[src/hw/rtl/ppfu_pkg.sv]
// ----------------------------------------------------------------------------
// ppfu_pkg
// Types and constants shared by the packed pixel format unpacker.
// ----------------------------------------------------------------------------
`default_nettype none

package ppfu_pkg;

  // Color modes held in the color_mode register.
  typedef enum logic [1:0] {
    MODE_PALETTE    = 2'd0,
    MODE_GREY       = 2'd1,
    MODE_GREY_ALPHA = 2'd2,
    MODE_PASS       = 2'd3
  } mode_t;

  // Register indexes on the configuration port.
  localparam int unsigned CFG_INDEX_W = 2;
  localparam int unsigned CFG_DATA_W  = 2;
  localparam logic [CFG_INDEX_W-1:0] REG_COLOR_MODE = 2'd0;
  localparam logic [CFG_INDEX_W-1:0] REG_DEPTH_CODE = 2'd1;

  // Palette depth codes; the eight-bit code is also used for whole-byte results.
  localparam logic [1:0] DEPTH_1 = 2'd0;
  localparam logic [1:0] DEPTH_2 = 2'd1;
  localparam logic [1:0] DEPTH_4 = 2'd2;
  localparam logic [1:0] DEPTH_8 = 2'd3;

  // Result count of a grey byte (R, G, B) and of a copied byte.
  localparam logic [3:0] GREY_COUNT = 4'd3;
  localparam logic [3:0] PASS_COUNT = 4'd1;
  localparam logic [3:0] BYTE_BITS  = 4'd8;

  // Depth of the command queue between front and back.
  localparam int unsigned QUEUE_DEPTH = 2;
  localparam int unsigned QUEUE_PTR_W = 1;
  localparam int unsigned QUEUE_CNT_W = 2;

  // One classified byte: what the back end must emit for it.
  typedef struct packed {
    logic [7:0] data;       // source byte
    logic [3:0] count;      // number of results, 1 to 8
    logic [1:0] depth;      // pixel width code for palette unpacking
    logic       hold_byte;  // repeat the whole byte instead of shifting
  } cmd_t;

endpackage

`default_nettype wire

[src/hw/rtl/ppfu_ifs.sv]
// ----------------------------------------------------------------------------
// ppfu_ifs
// Valid/ready stream interfaces for source bytes and result bytes.
// ----------------------------------------------------------------------------
`default_nettype none

interface ppfu_in_if;
  logic       valid;
  logic       ready;
  logic [7:0] data_byte;
  logic       image_end;

  modport source (output valid, output data_byte, output image_end, input ready);
  modport sink (input valid, input data_byte, input image_end, output ready);
endinterface

interface ppfu_out_if;
  logic       valid;
  logic       ready;
  logic [7:0] out_byte;
  logic       run_last;

  modport source (output valid, output out_byte, output run_last, input ready);
  modport sink (input valid, input out_byte, input run_last, output ready);
endinterface

`default_nettype wire

[src/hw/rtl/ppfu_front.sv]
// ----------------------------------------------------------------------------
// ppfu_front
// Holds the configuration, accepts source bytes and classifies each into a
// command for the back end. Tracks the grey-alpha phase and drops alpha bytes.
// ----------------------------------------------------------------------------
`default_nettype none

module ppfu_front
  import ppfu_pkg::*;
(
  input  wire logic                   clk,
  input  wire logic                   rst,
  input  wire logic                   cfg_we,
  input  wire logic [CFG_INDEX_W-1:0] cfg_index,
  input  wire logic [CFG_DATA_W-1:0]  cfg_data,
  ppfu_in_if.sink                     src,
  output logic                        cmd_valid,
  input  wire logic                   cmd_ready,
  output cmd_t                        cmd
);

  mode_t      color_mode;
  logic [1:0] depth_code;
  logic       alpha_phase;
  logic       alpha_phase_next;
  logic       accept;
  logic       drop;

  // Configuration registers.
  always_ff @(posedge clk) begin
    if (rst) begin
      color_mode <= MODE_PALETTE;
      depth_code <= DEPTH_8;
    end else if (cfg_we) begin
      if (cfg_index == REG_COLOR_MODE) begin
        color_mode <= mode_t'(cfg_data);
      end else if (cfg_index == REG_DEPTH_CODE) begin
        depth_code <= cfg_data;
      end
    end
  end

  // A byte is taken whenever the queue has room, even one that is dropped.
  assign src.ready = cmd_ready;
  assign accept    = src.valid && cmd_ready;
  assign drop      = (color_mode == MODE_GREY_ALPHA) && alpha_phase;
  assign cmd_valid = src.valid && !drop;

  // Classify the byte by mode.
  always_comb begin
    cmd.data      = src.data_byte;
    cmd.depth     = DEPTH_8;
    cmd.hold_byte = 1'b1;
    cmd.count     = PASS_COUNT;
    unique case (color_mode)
      MODE_PALETTE: begin
        cmd.depth     = depth_code;
        cmd.hold_byte = 1'b0;
        cmd.count     = BYTE_BITS >> depth_code;
      end
      MODE_GREY, MODE_GREY_ALPHA: begin
        cmd.count = GREY_COUNT;
      end
      MODE_PASS: begin
        cmd.count = PASS_COUNT;
      end
      default: begin
        cmd.count = PASS_COUNT;
      end
    endcase
  end

  // Alpha phase toggles on each grey-alpha byte and clears at image end.
  always_comb begin
    alpha_phase_next = alpha_phase;
    if (accept) begin
      if (color_mode == MODE_GREY_ALPHA) begin
        alpha_phase_next = !alpha_phase;
      end
      if (src.image_end) begin
        alpha_phase_next = 1'b0;
      end
    end
  end

  always_ff @(posedge clk) begin
    if (rst) begin
      alpha_phase <= 1'b0;
    end else begin
      alpha_phase <= alpha_phase_next;
    end
  end

endmodule

`default_nettype wire

[src/hw/rtl/ppfu_queue.sv]
// ----------------------------------------------------------------------------
// ppfu_queue
// Short command queue that lets the front and the back end stall separately.
// ----------------------------------------------------------------------------
`default_nettype none

module ppfu_queue
  import ppfu_pkg::*;
(
  input  wire logic clk,
  input  wire logic rst,
  input  wire logic push_valid,
  output logic      push_ready,
  input  cmd_t      push_cmd,
  output logic      pop_valid,
  input  wire logic pop_ready,
  output cmd_t      pop_cmd
);

  cmd_t                   slots [QUEUE_DEPTH];
  logic [QUEUE_PTR_W-1:0] wr_ptr;
  logic [QUEUE_PTR_W-1:0] rd_ptr;
  logic [QUEUE_CNT_W-1:0] fill;
  logic                   do_push;
  logic                   do_pop;

  assign push_ready = (fill != QUEUE_CNT_W'(QUEUE_DEPTH));
  assign pop_valid  = (fill != '0);
  assign pop_cmd    = slots[rd_ptr];
  assign do_push    = push_valid && push_ready;
  assign do_pop     = pop_valid && pop_ready;

  // Storage slots.
  always_ff @(posedge clk) begin
    if (do_push) begin
      slots[wr_ptr] <= push_cmd;
    end
  end

  // Pointers and fill level.
  always_ff @(posedge clk) begin
    if (rst) begin
      wr_ptr <= '0;
      rd_ptr <= '0;
      fill   <= '0;
    end else begin
      if (do_push) begin
        wr_ptr <= wr_ptr + 1'b1;
      end
      if (do_pop) begin
        rd_ptr <= rd_ptr + 1'b1;
      end
      if (do_push && !do_pop) begin
        fill <= fill + 1'b1;
      end else if (do_pop && !do_push) begin
        fill <= fill - 1'b1;
      end
    end
  end

endmodule

`default_nettype wire

[src/hw/rtl/ppfu_back.sv]
// ----------------------------------------------------------------------------
// ppfu_back
// Runs queued commands: emits one result byte per cycle unless dst stalls, via
// a registered output, unpacking palette pixels or repeating whole bytes.
// ----------------------------------------------------------------------------
`default_nettype none

module ppfu_back
  import ppfu_pkg::*;
(
  input  wire logic clk,
  input  wire logic rst,
  input  wire logic cmd_valid,
  output logic      cmd_ready,
  input  cmd_t      cmd,
  ppfu_out_if.source dst
);

  logic       cur_valid;
  logic [7:0] cur_data;
  logic [3:0] cur_remaining;
  logic [1:0] cur_depth;
  logic       cur_hold;
  logic       out_valid;
  logic [7:0] out_byte;
  logic       run_last;
  logic       slot_free;
  logic       emit;
  logic       cur_last;
  logic [7:0] pixel;
  logic [7:0] data_shifted;

  assign slot_free = !out_valid || dst.ready;
  assign emit      = slot_free && cur_valid;
  assign cur_last  = (cur_remaining == 4'd1);
  assign cmd_ready = !cur_valid || (emit && cur_last);

  // Top pixel of the working byte and the byte with it shifted out.
  always_comb begin
    case (cur_depth)
      DEPTH_1: begin
        pixel        = {7'd0, cur_data[7]};
        data_shifted = {cur_data[6:0], 1'b0};
      end
      DEPTH_2: begin
        pixel        = {6'd0, cur_data[7:6]};
        data_shifted = {cur_data[5:0], 2'b0};
      end
      DEPTH_4: begin
        pixel        = {4'd0, cur_data[7:4]};
        data_shifted = {cur_data[3:0], 4'b0};
      end
      default: begin
        pixel        = cur_data;
        data_shifted = cur_data;
      end
    endcase
  end

  // Working command register.
  always_ff @(posedge clk) begin
    if (rst) begin
      cur_valid <= 1'b0;
    end else if (cmd_valid && cmd_ready) begin
      cur_valid <= 1'b1;
    end else if (emit && cur_last) begin
      cur_valid <= 1'b0;
    end
  end

  always_ff @(posedge clk) begin
    if (cmd_valid && cmd_ready) begin
      cur_data      <= cmd.data;
      cur_remaining <= cmd.count;
      cur_depth     <= cmd.depth;
      cur_hold      <= cmd.hold_byte;
    end else if (emit) begin
      cur_remaining <= cur_remaining - 4'd1;
      if (!cur_hold) begin
        cur_data <= data_shifted;
      end
    end
  end

  // Output register.
  always_ff @(posedge clk) begin
    if (rst) begin
      out_valid <= 1'b0;
    end else if (emit) begin
      out_valid <= 1'b1;
    end else if (dst.ready) begin
      out_valid <= 1'b0;
    end
  end

  always_ff @(posedge clk) begin
    if (emit) begin
      out_byte <= pixel;
      run_last <= cur_last;
    end
  end

  assign dst.valid    = out_valid;
  assign dst.out_byte = out_byte;
  assign dst.run_last = run_last;

endmodule

`default_nettype wire

[src/hw/rtl/packed_pixel_format_unpacker.sv]
// ----------------------------------------------------------------------------
// packed_pixel_format_unpacker
// Reformats decoded image bytes into palette indexes, RGB triples or copies.
// ----------------------------------------------------------------------------
// The block takes one source byte per transaction and produces result bytes
// one per cycle from a single output register unless pix_out stalls; a byte
// gives 8 >> depth_code results in palette mode (8, 4, 2 or 1), three in the
// grey modes, one in passthrough; an alpha byte in grey-alpha mode is taken
// and gives no result. A two-entry command queue sits between the input
// classifier and the output emitter, so new bytes are taken while earlier
// results are still being delivered. The user writes configuration through
// cfg_we, cfg_index and cfg_data only while the block is idle (not enforced).
`default_nettype none

module packed_pixel_format_unpacker
  import ppfu_pkg::*;
(
  input  wire logic                   clk,
  input  wire logic                   rst,
  input  wire logic                   cfg_we,
  input  wire logic [CFG_INDEX_W-1:0] cfg_index,
  input  wire logic [CFG_DATA_W-1:0]  cfg_data,
  ppfu_in_if.sink                     pix_in,
  ppfu_out_if.source                  pix_out
);

  logic push_valid;
  logic push_ready;
  cmd_t push_cmd;
  logic pop_valid;
  logic pop_ready;
  cmd_t pop_cmd;

  // Classifier and configuration.
  ppfu_front u_front (
    .clk       (clk),
    .rst       (rst),
    .cfg_we    (cfg_we),
    .cfg_index (cfg_index),
    .cfg_data  (cfg_data),
    .src       (pix_in),
    .cmd_valid (push_valid),
    .cmd_ready (push_ready),
    .cmd       (push_cmd)
  );

  // Command queue.
  ppfu_queue u_queue (
    .clk        (clk),
    .rst        (rst),
    .push_valid (push_valid),
    .push_ready (push_ready),
    .push_cmd   (push_cmd),
    .pop_valid  (pop_valid),
    .pop_ready  (pop_ready),
    .pop_cmd    (pop_cmd)
  );

  // Result emitter.
  ppfu_back u_back (
    .clk       (clk),
    .rst       (rst),
    .cmd_valid (pop_valid),
    .cmd_ready (pop_ready),
    .cmd       (pop_cmd),
    .dst       (pix_out)
  );

endmodule

`default_nettype wire

[src/flat_wrapper.sv]
// flat-port wrapper written by rule: the top's interface ports become plain ports
module packed_pixel_format_unpacker_flat import ppfu_pkg::*;
  (clk, rst, cfg_we, cfg_index, cfg_data, pix_in_valid, pix_in_data_byte, pix_in_image_end, pix_in_ready, pix_out_valid, pix_out_out_byte, pix_out_run_last, pix_out_ready);
  ppfu_in_if pix_in_i ();
  ppfu_out_if pix_out_i ();
  input  wire logic clk;
  input  wire logic rst;
  input  wire logic cfg_we;
  input  wire logic [CFG_INDEX_W-1:0] cfg_index;
  input  wire logic [CFG_DATA_W-1:0] cfg_data;
  input wire logic [$bits(pix_in_i.valid)-1:0] pix_in_valid;
  input wire logic [$bits(pix_in_i.data_byte)-1:0] pix_in_data_byte;
  input wire logic [$bits(pix_in_i.image_end)-1:0] pix_in_image_end;
  output wire logic [$bits(pix_in_i.ready)-1:0] pix_in_ready;
  output wire logic [$bits(pix_out_i.valid)-1:0] pix_out_valid;
  output wire logic [$bits(pix_out_i.out_byte)-1:0] pix_out_out_byte;
  output wire logic [$bits(pix_out_i.run_last)-1:0] pix_out_run_last;
  input wire logic [$bits(pix_out_i.ready)-1:0] pix_out_ready;
  assign pix_in_i.valid = pix_in_valid;
  assign pix_in_i.data_byte = pix_in_data_byte;
  assign pix_in_i.image_end = pix_in_image_end;
  assign pix_in_ready = pix_in_i.ready;
  assign pix_out_valid = pix_out_i.valid;
  assign pix_out_out_byte = pix_out_i.out_byte;
  assign pix_out_run_last = pix_out_i.run_last;
  assign pix_out_i.ready = pix_out_ready;
  packed_pixel_format_unpacker u_core (.clk(clk), .rst(rst), .cfg_we(cfg_we), .cfg_index(cfg_index), .cfg_data(cfg_data), .pix_in(pix_in_i), .pix_out(pix_out_i));
endmodule
[config.mk]
export PLATFORM = sky130hd
export DESIGN_NAME = packed_pixel_format_unpacker_flat
export DESIGN_NICKNAME = d
export VERILOG_FILES = /design/src/hw/rtl/ppfu_pkg.sv /design/src/hw/rtl/ppfu_ifs.sv /design/src/hw/rtl/ppfu_front.sv /design/src/hw/rtl/ppfu_queue.sv /design/src/hw/rtl/ppfu_back.sv /design/src/hw/rtl/packed_pixel_format_unpacker.sv /design/src/flat_wrapper.sv
export SDC_FILE = /design/constraint.sdc
export NUM_CORES = 1
export LEC_CHECK = 0
export ABC_AREA = 1
export BUFFER_PORTS_ARGS = -buffer_cell sky130_fd_sc_hd__buf_4
export CORE_UTILIZATION = 50
export CTS_CLUSTER_DIAMETER = 80
export DETAILED_ROUTE_END_ITERATION = 8
export GPL_TIMING_DRIVEN = 1
export PLACE_DENSITY = 0.74
export SYNTH_ARGS = -nofsm -noshare
export SYNTH_HDL_FRONTEND = slang
export SYNTH_SLANG_ARGS = --single-unit
[constraint.sdc]
create_clock -name clk -period 2.6 [get_ports clk]
set_clock_uncertainty 0.1 [all_clocks]
set_input_delay 0.39 -clock clk [delete_from_list [all_inputs] [get_ports clk]]
set_output_delay 0.39 -clock clk [all_outputs]
set_load 0.05 [all_outputs]
==> summary.md, run 1 <==
| Metric | Value |
|---|---|
| Crit share post-route | `78.4%` |
| Setup Total Neg Slack | `0 ns` |
| R2r worst-path depth | `5` |
| Final nets | `335` |
| Reg clk slew, reported paths | `0.07 ns` |
| FMAX | `491 MHz` |
| Worst hold path type | `in2reg` |
| Tightest Pin Transition | `0.559 ns` |
| Worst reg2reg setup slack | `0.56 ns` |
| # H-tree levels | `3` |
| # rows | `27` |
| Most frequent cells in the layout | `73 x nand2_1, 54 x edfxtp_1, 34 x inv_1` |
| Synth-to-Final Area Change | `15.0%` |
| Largest net degree at the start of global routing | `25` |
| Commonest non-fill, non-tap cell in the layout | `nand2_1` |
| Ports | `29` |
| WP data required | `2.55 ns` |
| Post-Synthesis Cells | `272` |
| Hold Path Sink | `u_core.u_back.dst.valid` |
| Register area | `0.00186 mm^2` |
| CP Class | `reg2reg` |
| First-pass DRT Iterations | `6` |
| Seq cells post-synth | `66` |
| Crit-path max FO | `8` |
| Worst IR Drop VDD | `0.543 mV` |
| Pwr Total | `about 4.1 mW` |
| CTS Root Cell | `clkbuf_8` |
| GRT Residual Overflow | `0` |
| 1st-iter DRT viols | `approximately 130` |
| Routed WL | `4620 um` |
| DR vias | `between 1.5k and 2k` |
| Initial antenna violation count | `0` |
| Hpwl dp | `3330 um` |
| Layout cells sized above 1 | `18.3%` |
| Sequential area share after synthesis | `63.6%` |
| Ant diodes | `0` |
| PwrDens | `about 1200 mW/mm^2` |
| Max-cap violations | `0` |
| DIE HEIGHT | `around 79 um` |
| Warning count from the yosys run | `0` |
| Clock latency on the worst-skew pair | `0.34 ns` |
| First-pass GRT wire length | `between 7000 and 8000 um` |
| Antenna Nets Post-Route | `0` |
| Syn nets | `300` |
| FF-to-FF Start | `u_core.u_back.cur_depth[0]` |
| Status | `finished, final reports clean` |
| Fin. max-slew vios | `0` |
| CTS Hold Bufs | `0` |
| Number of global-route vias before repair | `1,848` |
| Hold Vio Cnt, Final | `0` |
| Worst Hold Depth | `2` |
| Critical path arrival | `1.99 ns` |
| Die area | `0.00617 mm^2` |
| Post-place setup slack | `approximately 0.57 ns` |
| Core Region | `0.00557 mm^2` |
| Clock Tree Buf Depth | `2` |
| Post-route cell area | `between 0.003 and 0.004 mm^2` |
| Vias per inst | `4.92` |
| Total CTS buffers | `9` |
| Filler Cell Count | `493` |
| Synthesized area per cell | `10.8 um^2` |
| Placement Cell Area | `0.00321 mm^2` |
| Min cycle time layout | `between 2 and 2.5 ns` |
| RePlAce Congestion | `0.900` |
| Drc violations | `0` |
| Worst hold slack | `0.116 ns` |
| Wire per inst | `12.0 um` |
| RR Endpoint | `u_core.u_back.cur_data[3]` |
| Post-CTS Resized | `0` |
| IO buf count | `28` |
| Worst setup margin | `0.562 ns` |
| Post-route insts no fill | `384` |
| Post-CTS setup buffer count | `0` |
| Die width | `78.5 um` |
| Fin util | `60.4%` |
| Startpoint Class | `register` |
| Area of the mapped netlist | `0.00293 mm^2` |
| Placed Instances | `368` |
| Crit path capture type | `register` |
| Distinct cell type count after synthesis | `28` |
| GRT Overall Usage | `17.1%` |
| Clock sink count | `66` |
| Min-Delay Startpoint | `rst` |
| Initial core utilization | `52.5%` |
| RSZ-0062 raised after global routing | `no` |
| Setup violators final | `0` |
| P_leak | `around 1.4 nW` |
| Rel. slew slack | `between 60% and 70%` |
| Area occupied by multi-input gates | `a little under 900 um^2` |
| CTS tree | `yes` |
[critical path: stages (launching register included)]
cell,delay (ns)
edfxtp_1,0.43
inv_1,0.11
ha_1,0.33
nor3_1,0.10
o31ai_1,0.43
buf_4,0.25
[routing by layer]
metal / vias up / track usage (%) / routed length, um
met1: 852 / 19.7 / 2090
met2: 44 / 28.4 / 2250
met5: - / 0 / 0
met3: 13 / 3.60 / 142
met4: 0 / 11.7 / 136
li1: 982 / - / -
[state kept, by name, indices dropped and copies added, names as in the netlist, named ones only]
register	cells
u_core.u_queue.slots	30
u_core.u_back.cur_valid	1
u_core.u_queue.rd_ptr	1
u_core.u_back.cur_data	8
u_core.u_back.dst.run_last	1
u_core.u_back.cur_hold	1
u_core.u_back.cur_remaining	4
u_core.u_front.alpha_phase	1
u_core.u_queue.fill	2
u_core.u_back.dst.out_byte	8
u_core.u_front.color_mode	2
u_core.u_queue.wr_ptr	1
u_core.u_back.dst.valid	1
u_core.u_back.cur_depth	2
u_core.u_front.depth_code	2
[power breakdown]
group,internal [mW],switching [mW],total (mW)
clock network,0.337,0.373,0.709
logic,0.526,1.04,1.57
registers,1.59,0.193,1.78
[cell type report]
type | count | area share, %
sequential | 66 | 55.3
multi-input combinational | 164 | 26.3
timing repair buffer | 32 | 7.13
clock buffer | 10 | 3.79
inverter | 34 | 3.79
tap | 72 | 2.68
clock inverter | 6 | 1.00
[synthesized netlist by cell type (all sizes together)]
master | count | area [um^2]
a31oi | 1 | 6.26
clkbuf | 2 | 7.51
nor3 | 1 | 5.00
ha | 10 | 125
nor2 | 14 | 57.6
o22ai | 1 | 6.26
nor3b | 1 | 7.51
buf | 6 | 45.0
xor2 | 1 | 8.76
nand3b | 1 | 7.51
o31ai | 1 | 7.51
xnor2 | 1 | 8.76
inv | 34 | 128
a21oi | 12 | 60.1
o21ai | 17 | 108
nand3 | 16 | 80.1
dfxtp | 12 | 240
mux2i | 7 | 70.1
edfxtp | 54 | 1620
nand2 | 76 | 298
o211ai | 4 | 30.0
[worst max path at each step]
stage                               startpoint                        end  depth (start not counted)
floorplan           u_core.u_back.cur_depth[0]  u_core.u_back.cur_data[0]                          5
global placement    u_core.u_back.cur_depth[0]  u_core.u_back.cur_data[2]                          5
detailed placement  u_core.u_back.cur_depth[0]  u_core.u_back.cur_data[3]                          5
CTS                 u_core.u_back.cur_depth[0]  u_core.u_back.cur_data[3]                          5
global route        u_core.u_back.cur_depth[0]  u_core.u_back.cur_data[2]                          5
finish              u_core.u_back.cur_depth[0]  u_core.u_back.cur_data[3]                          5
[cells by family after synthesis]
group                    count (synthesis)  synth area share [%]
AO/OA/AOI/OAI                           36                  7.44
XOR/XNOR                                 2                 0.598
adder cells (fa/ha/maj)                 10                  4.27
buffers and inverters                   42                  6.15
flip-flops                              66                  63.6
multiplexers                             7                  2.39
AND/OR/NAND/NOR                        109                  15.6
Power figures use the tool's default switching activity.
==> run 2: changes to the inputs <==
- PLACE_DENSITY: 0.74 -> 0.77
- clock period: 2.6 -> 1.8 ns (I/O delays scaled with it)
==> run 2 against run 1 <==
Clock power grew 61%. Global-route usage rose by 1.6 points. Routed wire length up 16%. Non-clock buffer count is 20 higher. Final cell count up 4.9%. Sequential power increased by 45%. Combinational power up 74%. Register-to-register slack worse by 0.52 ns. Core utilization up 5.3 points. Hold slack got worse by 0.11 ns.
==> summary.md, run 2 (synthesis results as in run 1) <==
| Metric | Value |
|---|---|
| Worst stage delay on the critical path | `0.42 ns (was 0.43 ns)` |
| Total CTS buffers | `9 (unchanged)` |
| Top flop regs | `u_core.u_queue.slots: 30 flops, u_core.u_back.cur_data: 8 flops, u_core.u_back.dst.out_byte: 8 flops (unchanged)` |
| Crit-path max FO | `3 (was 8)` |
| Clock Tree Buf Depth | `2 (unchanged)` |
| Critical path buffers and inverters | `2 (unchanged)` |
| WP data required | `1.93 ns (was 2.55 ns)` |
| Vias per inst | `5.00 (was 4.92)` |
| Ports | `29 (unchanged)` |
| Initial core utilization | `52.5% (unchanged)` |
| Status | `finished, final reports clean (unchanged)` |
| Most frequent cells in the layout | `73 x nand2_1, 54 x edfxtp_1, 40 x buf_4 (was 73 x nand2_1, 54 x edfxtp_1, 34 x inv_1)` |
| Antenna Nets Post-Route | `0 (unchanged)` |
| Core Region | `0.00557 mm^2 (unchanged)` |
| Startpoint Class | `register (unchanged)` |
| Initial antenna violation count | `0 (unchanged)` |
| Worst IR Drop VDD | `0.841 mV (was 0.543 mV)` |
| FF-to-FF Start | `u_core.u_back.cur_remaining[1] (was u_core.u_back.cur_depth[0])` |
| Clk pwr share | `17.7% (was 17.5%)` |
| CP delay by family, top | `flip-flops (unchanged)` |
| Commonest non-fill, non-tap cell in the layout | `nand2_1 (unchanged)` |
| Crit share post-route | `97.5% (was 78.4%)` |
| Final nets | `355 (was 335)` |
| RR Endpoint | `u_core.u_queue.fill[1] (was u_core.u_back.cur_data[3])` |
| Switch Pwr | `2.50 mW (was 1.61 mW)` |
| Worst reg2reg setup slack | `0.05 ns (was 0.56 ns)` |
| CTS tree | `yes (unchanged)` |
| # H-tree levels | `3 (unchanged)` |
| Die area | `0.00617 mm^2 (unchanged)` |
| Min cycle time layout | `1.75 ns (was 2.04 ns)` |
| Worst path cell trace | `inv_2, ha_2, nand3_1, nand2_2, nand2_4, ha_4, inv_2, nand3_2, o21ai_2, a21oi_1 (was inv_1, ha_1, nor3_1, o31ai_1, buf_4)` |
| DR vias | `2,016 (was 1,891)` |
| Worst Hold Depth | `1 (was 2)` |
| FMAX | `570 MHz (was 491 MHz)` |
| Critical path arrival | `1.89 ns (was 1.99 ns)` |
| Rel. slew slack | `67.2% (was 62.7%)` |
| Ant diodes | `0 (unchanged)` |
| Number of flip-flops in the largest register | `30 (unchanged)` |
| Fin. max-slew vios | `0 (unchanged)` |
| RePlAce Congestion | `0.899 (was 0.900)` |
| P_leak | `1.54 nW (was 1.43 nW)` |
| GRT Residual Overflow | `0 (unchanged)` |
| Hold Path Sink | `u_core.u_queue.slots[1][12] (was u_core.u_back.dst.valid)` |
| Largest net degree at the start of global routing | `24 (was 25)` |
| First-pass GRT wire length | `8430 um (was 7940 um)` |
| Internal power | `3.96 mW (was 2.45 mW)` |
| 1st-iter DRT viols | `169 (was 129)` |
| Layout cells sized above 1 | `23.9% (was 18.3%)` |
| Filler Cell Count | `427 (was 493)` |
| Crit-path most repeated cell | `inv_2` |
| Reg clk slew, reported paths | `0.07 ns (about the same)` |
| PwrDens | `1760 mW/mm^2 (was 1200 mW/mm^2)` |
| Synth-to-Final Area Change | `25.1% (was 15.0%)` |
| # rows | `27 (unchanged)` |
| Clock latency on the worst-skew pair | `0.34 ns (about the same)` |
| Routed WL | `5350 um (was 4620 um)` |
| Comb power frac | `42.3% (was 38.7%)` |
| Wire per inst | `13.3 um (was 12.0 um)` |
| R2r worst-path depth | `10 (was 5)` |
| Placement Cell Area | `0.00330 mm^2 (was 0.00321 mm^2)` |
| CP Class | `reg2reg (unchanged)` |
| Max-cap violations | `0 (unchanged)` |
| CP max stage cell | `edfxtp_1 (unchanged)` |
| Tightest Pin Transition | `0.492 ns (was 0.559 ns)` |
| Min-Delay Startpoint | `pix_in_data_byte[5] (was rst)` |
| Post-route cell area | `0.00366 mm^2 (was 0.00337 mm^2)` |
| Hold Vio Cnt, Final | `0 (unchanged)` |
| Die width | `78.5 um (unchanged)` |
| Pwr Total | `6.45 mW (was 4.06 mW)` |
| First-pass DRT Iterations | `4 (was 6)` |
| GRT Overall Usage | `18.7% (was 17.1%)` |
| Clock sink count | `66 (unchanged)` |
| Biggest register | `u_core.u_queue.slots (unchanged)` |
| Number of global-route vias before repair | `1,898 (was 1,848)` |
| Setup violators final | `0 (unchanged)` |
| Drc violations | `0 (unchanged)` |
| Crit path capture type | `register (unchanged)` |
| Worst hold slack | `0.00945 ns (was 0.116 ns)` |
| DIE HEIGHT | `78.5 um (unchanged)` |
| Hpwl dp | `3530 um (was 3330 um)` |
| Sequential Power Share | `39.9% (was 43.8%)` |
| Sw Ratio | `38.7% (was 39.6%)` |
| Worst hold path type | `in2reg (unchanged)` |
| IO buf count | `28 (unchanged)` |
| CTS Root Cell | `clkbuf_8 (unchanged)` |
[run 2: cell count changes in the layout (fill, tap and decap cells not counted), moves of 2 or more]
cell	previous run	this run
buf_4	32	40
dlygate4sd3_1	0	8
inv_1	34	29
inv_2	0	4
buf_12	0	3
ha_1	10	7
clkinv_1	1	3
clkinv_2	3	1
ha_2	0	2
nor2_4	0	2
[run 2: worst max path at each step]
stage                                         from  slack, ns                         end  cells after the start
floorplan                   u_core.u_queue.fill[0]      -0.07  u_core.u_queue.slots[1][0]                      6
global placement    u_core.u_back.cur_remaining[1]       0.10      u_core.u_queue.fill[1]                     10
detailed placement  u_core.u_back.cur_remaining[1]      0.003      u_core.u_queue.fill[1]                     10
CTS                 u_core.u_back.cur_remaining[1]      0.005      u_core.u_queue.fill[1]                     10
global route        u_core.u_back.cur_remaining[1]      -0.04      u_core.u_queue.fill[1]                     10
finish              u_core.u_back.cur_remaining[1]       0.05      u_core.u_queue.fill[1]                     10
[run 2: metal layers]
layer / routed length [um] / vias up / global-route usage, %
met5: 0 / - / 0
met4: 129 / 0 / 11.1
met3: 235 / 14 / 5.58
li1: - / 1021 / -
met1: 2330 / 924 / 22.4
met2: 2660 / 57 / 29.7
[run 2: cell type report]
class                           count  area (um^2)  area share [%]
Clock buffer                       10          128            3.48
Clock inverter                      5         46.3            1.26
Inverter                           34          131            3.59
Multi-Input combinational cell    164          938            25.6
Sequential cell                    66         1860            50.9
Tap cell                           72         90.1            2.46
Timing Repair Buffer               52          465            12.7
[run 2: power groups by stage]
stage | clock, mW | sequential (mW) | combinational, mW
floorplan | 0 | 2.79 | 1.59
global placement | 0 | 2.57 | 2.40
detailed placement | 0 | 2.59 | 2.48
CTS | 1.15 | 2.57 | 2.54
global route | 1.22 | 2.62 | 2.99
finish | 1.14 | 2.58 | 2.73
[run 2: repair_timing]
| action | CTS | global route |
|---|---|---|
| cloned | 0 | 1 |
| hold endpoints to repair | 10 | 5 |
| setup buffers | 2 | 4 |
| pin swaps | 1 | 5 |
| gates resized for setup | 1 | 11 |
| setup endpoints to repair | 1 | 38 |
| hold buffers | 5 | 3 |
[run 2: per-stage QoR]
stage | util (%) | std cells | setup slack, ns | setup TNS [ns]
CTS | 63.5 | 395 | 0.00509 | 0
floorplan | - | 272 | -0.0727 | -1.89
detailed placement | 59.2 | 373 | 0.00263 | 0
finish | 65.7 | 403 | 0.0452 | 0
global placement | 59.2 | 373 | 0.102 | 0
global route | 65.7 | 403 | -0.0424 | -0.196
==> run 3: changes to the inputs <==
- PLACE_DENSITY: 0.77 -> 0.74
- clock period: 1.8 -> 2.15 ns (I/O delays scaled with it)
==> run 3 against run 2 <==
Final area is 7.0% lower. Sequential power is 18% lower. Final cell count fell by 4.5%. Critical endpoint unchanged. Global-route usage is 2.2 points lower. Sequential cell count did not move. First-iteration DRC count fell by 29%. Clock power down 11%.
==> summary.md, run 3 (synthesis results as in run 1) <==
| Metric | Value |
|---|---|
| Status | `finished, final reports clean (unchanged)` |
| Biggest register | `u_core.u_queue.slots (unchanged)` |
| Ant diodes | `0 (unchanged)` |
| First-pass DRT Iterations | `5 (was 4)` |
| Crit share post-route | `86.9% (was 97.5%)` |
| Post-route insts no fill | `385 (was 403)` |
| P_leak | `1.45 nW (was 1.54 nW)` |
| Worst IR Drop VDD | `0.846 mV (was 0.841 mV)` |
| Initial core utilization | `52.5% (unchanged)` |
| Post-CTS setup buffer count | `0 (was 2)` |
| Min-Delay Startpoint | `rst (was pix_in_data_byte[5])` |
| Worst hold path type | `in2reg (unchanged)` |
| Worst setup startpoint | `u_core.u_back.cur_remaining[1] (unchanged)` |
| DR vias | `1,894 (was 2,016)` |
| Tightest Pin Transition | `0.318 ns (was 0.492 ns)` |
| Hpwl dp | `3260 um (was 3530 um)` |
| Layout cells sized above 1 | `18.8% (was 23.9%)` |
| Core Region | `0.00557 mm^2 (unchanged)` |
| Post-CTS Resized | `0 (was 1)` |
| Fin util | `61.1% (was 65.7%)` |
| First-pass GRT wire length | `7520 um (was 8430 um)` |
| Ports | `29 (unchanged)` |
| WP data required | `2.28 ns (was 1.93 ns)` |
| # H-tree levels | `3 (unchanged)` |
| RePlAce Congestion | `0.812 (was 0.899)` |
| Min cycle time layout | `1.87 ns (was 1.75 ns)` |
| Antenna Nets Post-Route | `0 (unchanged)` |
| Hold Vio Cnt, Final | `0 (unchanged)` |
| Commonest non-fill, non-tap cell in the layout | `nand2_1 (unchanged)` |
| GRT Residual Overflow | `0 (unchanged)` |
| Number of global-route vias before repair | `1,757 (was 1,898)` |
| DIE HEIGHT | `78.5 um (unchanged)` |
| RSZ-0062 raised after global routing | `no` |
| Drc violations | `0 (unchanged)` |
| Initial antenna violation count | `0 (unchanged)` |
| Total CTS buffers | `9 (unchanged)` |
| CP Class | `reg2reg (unchanged)` |
| Crit path capture type | `register (unchanged)` |
| FMAX | `535 MHz (was 570 MHz)` |
| Startpoint Class | `register (unchanged)` |
| Die width | `78.5 um (unchanged)` |
| Synth-to-Final Area Change | `16.4% (was 25.1%)` |
| Final nets | `336 (was 355)` |
| Number of flip-flops in the largest register | `30 (unchanged)` |
| Placed Instances | `369 (was 373)` |
| Critical path arrival | `2.00 ns (was 1.89 ns)` |
| 1st-iter DRT viols | `120 (was 169)` |
| Wire per inst | `11.6 um (was 13.3 um)` |
| Clock latency on the worst-skew pair | `0.34 ns (about the same)` |
| FF-to-FF Start | `u_core.u_back.cur_remaining[1] (unchanged)` |
| Crit-path max FO | `10 (was 3)` |
| Rel. slew slack | `78.6% (was 67.2%)` |
| CTS Hold Bufs | `0 (was 5)` |
| Routed WL | `4490 um (was 5350 um)` |
| Most frequent cells in the layout | `73 x nand2_1, 54 x edfxtp_1, 34 x inv_1 (was 73 x nand2_1, 54 x edfxtp_1, 40 x buf_4)` |
| Reg clk slew, reported paths | `0.07 ns (about the same)` |
| PwrDens | `1490 mW/mm^2 (was 1760 mW/mm^2)` |
| Top flop regs | `u_core.u_queue.slots: 30 flops, u_core.u_back.cur_data: 8 flops, u_core.u_back.dst.out_byte: 8 flops (unchanged)` |
| Filler Cell Count | `446 (was 427)` |
| IO buf count | `28 (unchanged)` |
| Vias per inst | `4.92 (was 5.00)` |
| Max-cap violations | `0 (unchanged)` |
| GRT Overall Usage | `16.5% (was 18.7%)` |
| # rows | `27 (unchanged)` |
| Setup violators final | `0 (unchanged)` |
| Worst hold slack | `0.0590 ns (was 0.00945 ns)` |
| Setup Total Neg Slack | `0 ns (unchanged)` |
| Die area | `0.00617 mm^2 (unchanged)` |
| Fin. max-slew vios | `0 (unchanged)` |
| Clock sink count | `66 (unchanged)` |
| Largest net degree at the start of global routing | `17 (was 24)` |
| CTS tree | `yes (unchanged)` |
| Clock Tree Buf Depth | `2 (unchanged)` |
| CTS Root Cell | `clkbuf_8 (unchanged)` |
==> run 3: cell count changes in the layout (fill, tap and decap cells not counted), sizes merged <==
cell,before,now
buf,43,33
dlygate4sd3,8,0
inv,33,35
clkbuf,11,10
clkinvlp,1,0
==> run 3: routing by layer <==
metal	routed length, um	global-route usage, %	vias up	share of wire [%]
met5	0	0	-	0
met4	82	13.1	0	1.8
met3	222	3.60	6	4.9
met2	2290	26.9	54	51
met1	1890	18.7	852	42
li1	-	-	982	-
==> run 3: critical path, cell delays in order (launching register included) <==
cell and delay (ns):
edfxtp_1 0.38, inv_1 0.10, ha_1 0.17, nand3_1 0.09, nand2_2 0.12, nand2_4 0.11, ha_1 0.30, inv_1 0.08
nand3_1 0.09, o21ai_0 0.16, a21oi_1 0.06
==> run 3: report_power, final <==
| group | leakage (nW) | internal, mW | switching [mW] |
|---|---|---|---|
| Sequential | 0.605 | 1.92 | 0.206 |
| Combinational | 0.745 | 0.652 | 1.28 |
| Clock | 0.101 | 0.539 | 0.472 |
| Total | 1.45 | 3.11 | 1.95 |
==> run 3: through the flow <==
stage	power, mW	setup WS [ns]	area [um^2]
2_1_floorplan	3.63	0.0388	2930
3_3_place_gp	4.02	0.371	3210
3_5_place_dp	4.08	0.270	3210
4_1_cts	5.10	0.254	3410
5_1_grt	5.41	0.128	3410
6_report	5.06	0.281	3410
==> run 3: worst paths after layout <==
path         slack [ns]                         end  cells past startpoint
min reg2reg        0.35  u_core.u_front.alpha_phase                      2
max                0.28      u_core.u_queue.fill[1]                     10
max reg2reg        0.28      u_core.u_queue.fill[1]                     10
min                0.06     u_core.u_back.dst.valid                      2
==> run 3: cell type report <==
| cell class | instances | area (um^2) | share of cell area (%) |
|---|---|---|---|
| inverter | 34 | 128 | 3.75 |
| timing repair buffer | 33 | 248 | 7.27 |
| clock inverter | 6 | 66.3 | 1.95 |
| multi-input combinational | 164 | 886 | 26.0 |
| tap | 72 | 90.1 | 2.64 |
| clock buffer | 10 | 128 | 3.75 |
| sequential | 66 | 1860 | 54.6 |
